### src/hw/rtl/bvfd_pkg.sv
package bvfd_pkg;

    localparam int MAX_SLOTS    = 4;
    localparam int DEF_SLOTS    = 4;
    localparam int CSTEPS       = 16;
    localparam int ANG_W        = 17;
    localparam int MAG_W        = 16;
    localparam int SPD_W        = 10;
    localparam int OUT_W        = 16;
    // internal angle width, 2^23 = pi
    localparam int ZW           = 25;
    // rotator datapath width (mag*39797 < 2^32, cordic growth < 2 bits)
    localparam int RW           = 36;
    // vectoring datapath width (sum of four rotations plus growth)
    localparam int VW           = 40;
    localparam int SPD_RESET    = 500;
    localparam logic [15:0] INV_GAIN = 16'd39797;
    localparam logic [ZW-1:0] HALF_TURN    = ZW'(8388608);
    localparam logic [ZW-1:0] QUARTER_TURN = ZW'(4194304);

    function automatic logic [ZW-1:0] atan_lut(input logic [3:0] i);
        logic [ZW-1:0] v;
        v = '0;
        case (i)
            4'd0:  v = ZW'(2097152);
            4'd1:  v = ZW'(1238021);
            4'd2:  v = ZW'(654136);
            4'd3:  v = ZW'(332050);
            4'd4:  v = ZW'(166669);
            4'd5:  v = ZW'(83416);
            4'd6:  v = ZW'(41718);
            4'd7:  v = ZW'(20860);
            4'd8:  v = ZW'(10430);
            4'd9:  v = ZW'(5215);
            4'd10: v = ZW'(2608);
            4'd11: v = ZW'(1304);
            4'd12: v = ZW'(652);
            4'd13: v = ZW'(326);
            4'd14: v = ZW'(163);
            default: v = ZW'(81);
        endcase
        return v;
    endfunction

endpackage

### src/hw/rtl/bvfd_vec_cell.sv
// one vectoring-mode cordic step, registered; side data rides along
module bvfd_vec_cell import bvfd_pkg::*; #(
    parameter int STEP = 0
) (
    input  logic                 i_clk,
    input  logic                 i_en,
    input  logic signed [VW-1:0] i_x,
    input  logic signed [VW-1:0] i_y,
    input  logic signed [ZW-1:0] i_z,
    input  logic [1:0]           i_spec,
    output logic signed [VW-1:0] o_x,
    output logic signed [VW-1:0] o_y,
    output logic signed [ZW-1:0] o_z,
    output logic [1:0]           o_spec
);
    logic signed [VW-1:0] r_x, r_y;
    logic signed [ZW-1:0] r_z;
    logic [1:0]           r_spec;
    logic signed [ZW-1:0] w_a;

    assign w_a = $signed(atan_lut(4'(STEP)));

    // drive y toward zero
    always_ff @(posedge i_clk) begin
        if (i_en) begin
            r_spec <= i_spec;
            if (i_y > 0) begin
                r_x <= i_x + (i_y >>> STEP);
                r_y <= i_y - (i_x >>> STEP);
                r_z <= i_z + w_a;
            end else begin
                r_x <= i_x - (i_y >>> STEP);
                r_y <= i_y + (i_x >>> STEP);
                r_z <= i_z - w_a;
            end
        end
    end

    assign o_x    = r_x;
    assign o_y    = r_y;
    assign o_z    = r_z;
    assign o_spec = r_spec;
endmodule

### config.mk
export PLATFORM = sky130hd
export DESIGN_NAME = bvfd_vec_cell
export DESIGN_NICKNAME = d
export VERILOG_FILES = /design/src/hw/rtl/bvfd_pkg.sv /design/src/hw/rtl/bvfd_vec_cell.sv
export SDC_FILE = /design/constraint.sdc
export NUM_CORES = 1
export LEC_CHECK = 0
export BUFFER_PORTS_ARGS = -buffer_cell sky130_fd_sc_hd__clkbuf_2
export CAP_MARGIN = 10
export CORE_MARGIN = 1
export CORE_UTILIZATION = 40
export CTS_BUF_LIST = sky130_fd_sc_hd__clkbuf_4
export DETAILED_ROUTE_END_ITERATION = 8
export PLACE_DENSITY = 0.6
export SLEW_MARGIN = 20
export SYNTH_ARGS = -nofsm -noshare
export SYNTH_HDL_FRONTEND = slang
export SYNTH_SLANG_ARGS = --single-unit
### constraint.sdc
create_clock -name i_clk -period 8.55 [get_ports i_clk]
set_input_delay 1.2825 -clock i_clk [delete_from_list [all_inputs] [get_ports i_clk]]
set_output_delay 1.2825 -clock i_clk [all_outputs]
set_load 0.01 [all_outputs]
Word level (Yosys, flattened, before mapping)
Cells that the tools add are included.
{"block": "classes", "add_sub_neg": 5, "n_mul": 0, "div": 0, "order_cmp": 1, "n_eq_ne": 0, "shift": 0, "muxes": 3, "bitwise": 0, "n_reduce_logical": 0}
{"cell": "2-to-1 mux 40 bit", "count": 2}
{"cell": "subtractor 40 bit", "count": 2}
{"cell": "adder 40 bit", "count": 1}
{"cell": "> comparator 40 x 1 -> 1 bit, second input constant", "count": 1}
{"cell": "adder 25 x 23 -> 25 bit, second input constant", "count": 1}
{"cell": "2-to-1 mux 25 bit", "count": 1}
{"cell": "subtractor 25 x 23 -> 25 bit, second input constant", "count": 1}
{"block": "totals", "regBits": 107, "latchBits": 0, "mem_bits_rw": 0, "mem_bits_ro": 0, "inputBits": 109, "out_inout_bits": 107, "elab_cells": 13, "mem_count": 0}

Depth between registers and ports, before layout
{"block": "logic_depth", "ltp_word": 2, "ltp_mapped": 12, "ltp_nobuf": 11}

Least setup slack after synthesis
Ideal clock, no wire load.
{"block": "synth_path", "path_type": "input-to-reg", "from": "in i_x[20]", "to": "reg r_x[33] (netlist: o_x[33]) (data pin)", "setup_ns": 0.259, "t_arrival_ns": 3.645, "t_required_ns": 8.291, "path_slack_ns": 4.646, "path_stages": 12, "path_cell_list": "inv_1 ha_1 buf_6 or2_1 or4_1 o211ai_2 and3_1 a21oi_2 o31a_1 o31ai_2 a21oi_1 xnor2_1"}
{"block": "synth_between", "elab_chain_len": 2, "elab_cells_between_ends": 3, "classes_between": "add/sub: 2; mux: 1"}
{"item": "start, declared", "line": "bvfd_vec_cell.sv:7", "source": "input logic signed [VW-1:0] i_x,"}
{"item": "subtractor 40 bit / adder 40 bit (equally long branches)", "line": "bvfd_vec_cell.sv:32, bvfd_vec_cell.sv:28"}
{"item": "2-to-1 mux 40 bit (*)", "line": "bvfd_vec_cell.sv:27", "source": "if (i_y > 0) begin"}
{"item": "end signal, assigned", "line": "bvfd_vec_cell.sv:28", "source": "r_x <= i_x + (i_y >>> STEP);"}
{"item": "end signal, assigned", "line": "bvfd_vec_cell.sv:32", "source": "r_x <= i_x - (i_y >>> STEP);"}
{"item": "end, declared", "line": "bvfd_vec_cell.sv:16", "source": "logic signed [VW-1:0] r_x, r_y;"}
Every way passes the cells marked *; elsewhere a longest branch is shown, timed or not.
A chain may end at the register's enable or synchronous reset.

Worst setup path after layout
{"block": "layout_path", "from": "in i_x[9]", "to": "reg r_x[37] (netlist: o_x[37]) (data pin)"}
The elaborated chain is that of the path after synthesis.

==> reports/metrics.cfg <==
[clock_network]
cts_made_buffers=9
post_cts_buffers=0
cts-htree-levels=3
cts.sinks=106
cts_resized=0
cts_hold_buf=0
tritoncts=done
path_clk_slew_ns=0.21
clockBufferDepth=2
clockRootBuffer=clkbuf_4

[routing]
initialDrtViolationCount=1050
routedWlPerCell_um=21.8
remaining_drc_errors=0
via_count=10900
vias_per_cell=5.91
drtPass1Iterations=5
ant_nets=0
wl_um=40000

[worst_setup_path]
arrival_ns=4.72
start_kind=primary input
crit_fanout=17
end_kind=flip-flop
worstPathRequired_ns=8.83
crit_type=primary input to flip-flop

[placement]
port_buffers=215
dp_hpwl_um=31800
dp_slack_ns=3.70
place.gp.congestion=0.950

[timing]
fin_tns_setup_ns=0
final_hold_viol_count=0
setup_ws_ns=4.10
finalCritPeriodShare_pct=52.0
holdWs_ns=0.908
final_max_slew_viol_count=0
timing.final.setup_violations=0
relSlewSlack_pct=40.2
clock.fmax_mhz=225
grt_setup_unrepaired=false
tightest_slew_ns=0.898
min_period_ns=4.45

[synth]
synth_nets=1557
synth-seq-cells=106
yosys.area.top_type=edfxtp_1
ys_seq_area_share_pct=29.2
synth_edf_count=106
yosys.cell_types.count=76
ys.flop_type=edfxtp_1
syn_avg_cell_area_um2=8.30
ys_warn_count=0
async_reset_ff_share_pct=0
syn_inst=1314
yosys-top-cells-area=edfxtp_1 (29%), ha_1 (15%), a21oi_1 (8.0%)
synthDominantCellAreaShare_pct=29.2
synth_area_um2=10900

[job]
maxCapViolCount=0

[grt]
antenna_found_initial=2
grt_use_total_pct=27.9
overflow=0
grt_pass1_vias=10100
grt_pass1_wl_um=59800
grt_max_degree=71

[finish]
area_growth_syn_to_layout_pct=13.7
fin_util_pct=46.2
nNetsFinal=1735
drive_above_1_share_pct=17.5
n_fill_cell=2759
multi_input_area_um2=7000
regArea_um2=3180

[floorplanning]
initial_utilization_pct=40.6
coreArea_um2=26900
pin_count=216
die_x_um=167
die_h_um=167
std_cell_rows=60
dieArea_um2=27900

[run_status]
outcome=complete, no violations

[power_and_ir_drop]
leakagePower_nw=5.48
powerDensity_nw_per_um2=146
ir_drop_v=0.0000644

[hold_path]
hold_end=o_z[0]
whs_path_depth=1
hp-start=i_z[0]
hold_path.class=primary input to flip-flop

## cells by family (layout without fill, tap and decap cells)
| group | after synthesis | after routing | synth area share, % |
|---|---|---|---|
| adders and majority gates | 134 | 134 | 15.6 |
| other | 0 | 2 | 0 |
| muxes | 15 | 15 | 1.39 |
| xor gates and xnor gates | 78 | 78 | 6.26 |
| and+or+nand+nor | 341 | 341 | 15.0 |
| DFF | 106 | 106 | 29.2 |
| AOI/OAI and AO/OA | 453 | 453 | 25.8 |
| buffers and inverters | 187 | 370 | 6.76 |
## worst max path at each step
stage	cells past startpoint	startpoint	slack [ns]	to
floorplan	12	i_x[20]	4.65	o_x[33]
global placement	13	i_x[9]	3.64	o_x[36]
detailed placement	12	i_x[4]	3.70	o_x[31]
CTS	11	i_x[7]	4.26	o_x[37]
global route	12	i_x[18]	3.98	o_y[37]
finish	11	i_x[9]	4.10	o_x[37]
## cells in the mapped netlist (all sizes together), types with 5 or more instances
| cell type | number |
|---|---|
| a2111oi | 7 |
| a211o | 8 |
| a211oi | 15 |
| a21o | 23 |
| a21oi | 176 |
| a31oi | 10 |
| and3 | 5 |
| buf | 26 |
| clkbuf | 30 |
| edfxtp | 106 |
| ha | 130 |
| inv | 127 |
| mux2i | 14 |
| nand2 | 79 |
| nand2b | 7 |
| nand3 | 19 |
| nand4 | 22 |
| nor2 | 107 |
| nor2b | 19 |
| nor3 | 37 |
| nor4 | 27 |
| o211ai | 10 |
| o21a | 8 |
| o21ai | 100 |
| o21bai | 26 |
| o221ai | 6 |
| o31ai | 18 |
| xnor2 | 70 |
| xor2 | 8 |
## critical path, cell delays in order
cell      delay, ns
clkbuf_2       0.10
inv_1          0.04
ha_1           0.53
nor4_2         0.63
nand3_1        0.19
a211oi_1       0.43
a2111o_1       0.31
a21oi_2        0.17
nor4_2         0.43
o21ai_1        0.25
o311a_1        0.34
## sequential cells by signal (all words and copies together) (netlist names)
register,cells
o_z,25
o_y,39
o_x,40
o_spec,2
## power breakdown
group / total, mW / switching, mW / internal [mW]
clock network: 0.317 / 0.220 / 0.0972
registers: 0.699 / 0.0233 / 0.676
logic: 0.795 / 0.514 / 0.281
## stage by stage
stage	cells	power [mW]	area (µm²)
after floorplan	1314	1.19	10900
after global placement	1822	1.49	12200
after detailed placement	1822	1.49	12200
after CTS	1838	1.81	12400
after global routing	1840	1.91	12400
final	1840	1.81	12400
## routing by layer
metal	GRT usage (%)	vias up	part of all wire, %	wire, µm
met2	44.2	504	45	17800
li1	-	5110	-	-
met5	0	-	0	0
met3	4.73	44	7.8	3120
met4	7.14	0	2.1	822
met1	39.3	5208	46	18300
## layout make-up
| cell class | instances | area share, % |
|---|---|---|
| Antenna cell | 2 | 0.0403 |
| Clock inverter | 7 | 0.787 |
| Tap cell | 341 | 3.44 |
| Sequential cell | 106 | 25.7 |
| Inverter | 131 | 3.96 |
| Clock buffer | 9 | 0.545 |
| Multi-Input combinational cell | 1021 | 56.4 |
| Timing Repair Buffer | 223 | 9.18 |
## layout by cell type (no fill, tap or decap), drive strengths merged, types with 15 or more instances in the layout
cell,count
nor2,107
a211oi,15
edfxtp,106
o21bai,26
inv,130
a21o,23
clkbuf,223
nand2,79
o21ai,100
ha,130
nor2b,19
nor3,37
o31ai,18
nor4,27
xnor2,70
a21oi,176
nand4,22
nand3,19
Power figures use the tool's default switching activity.
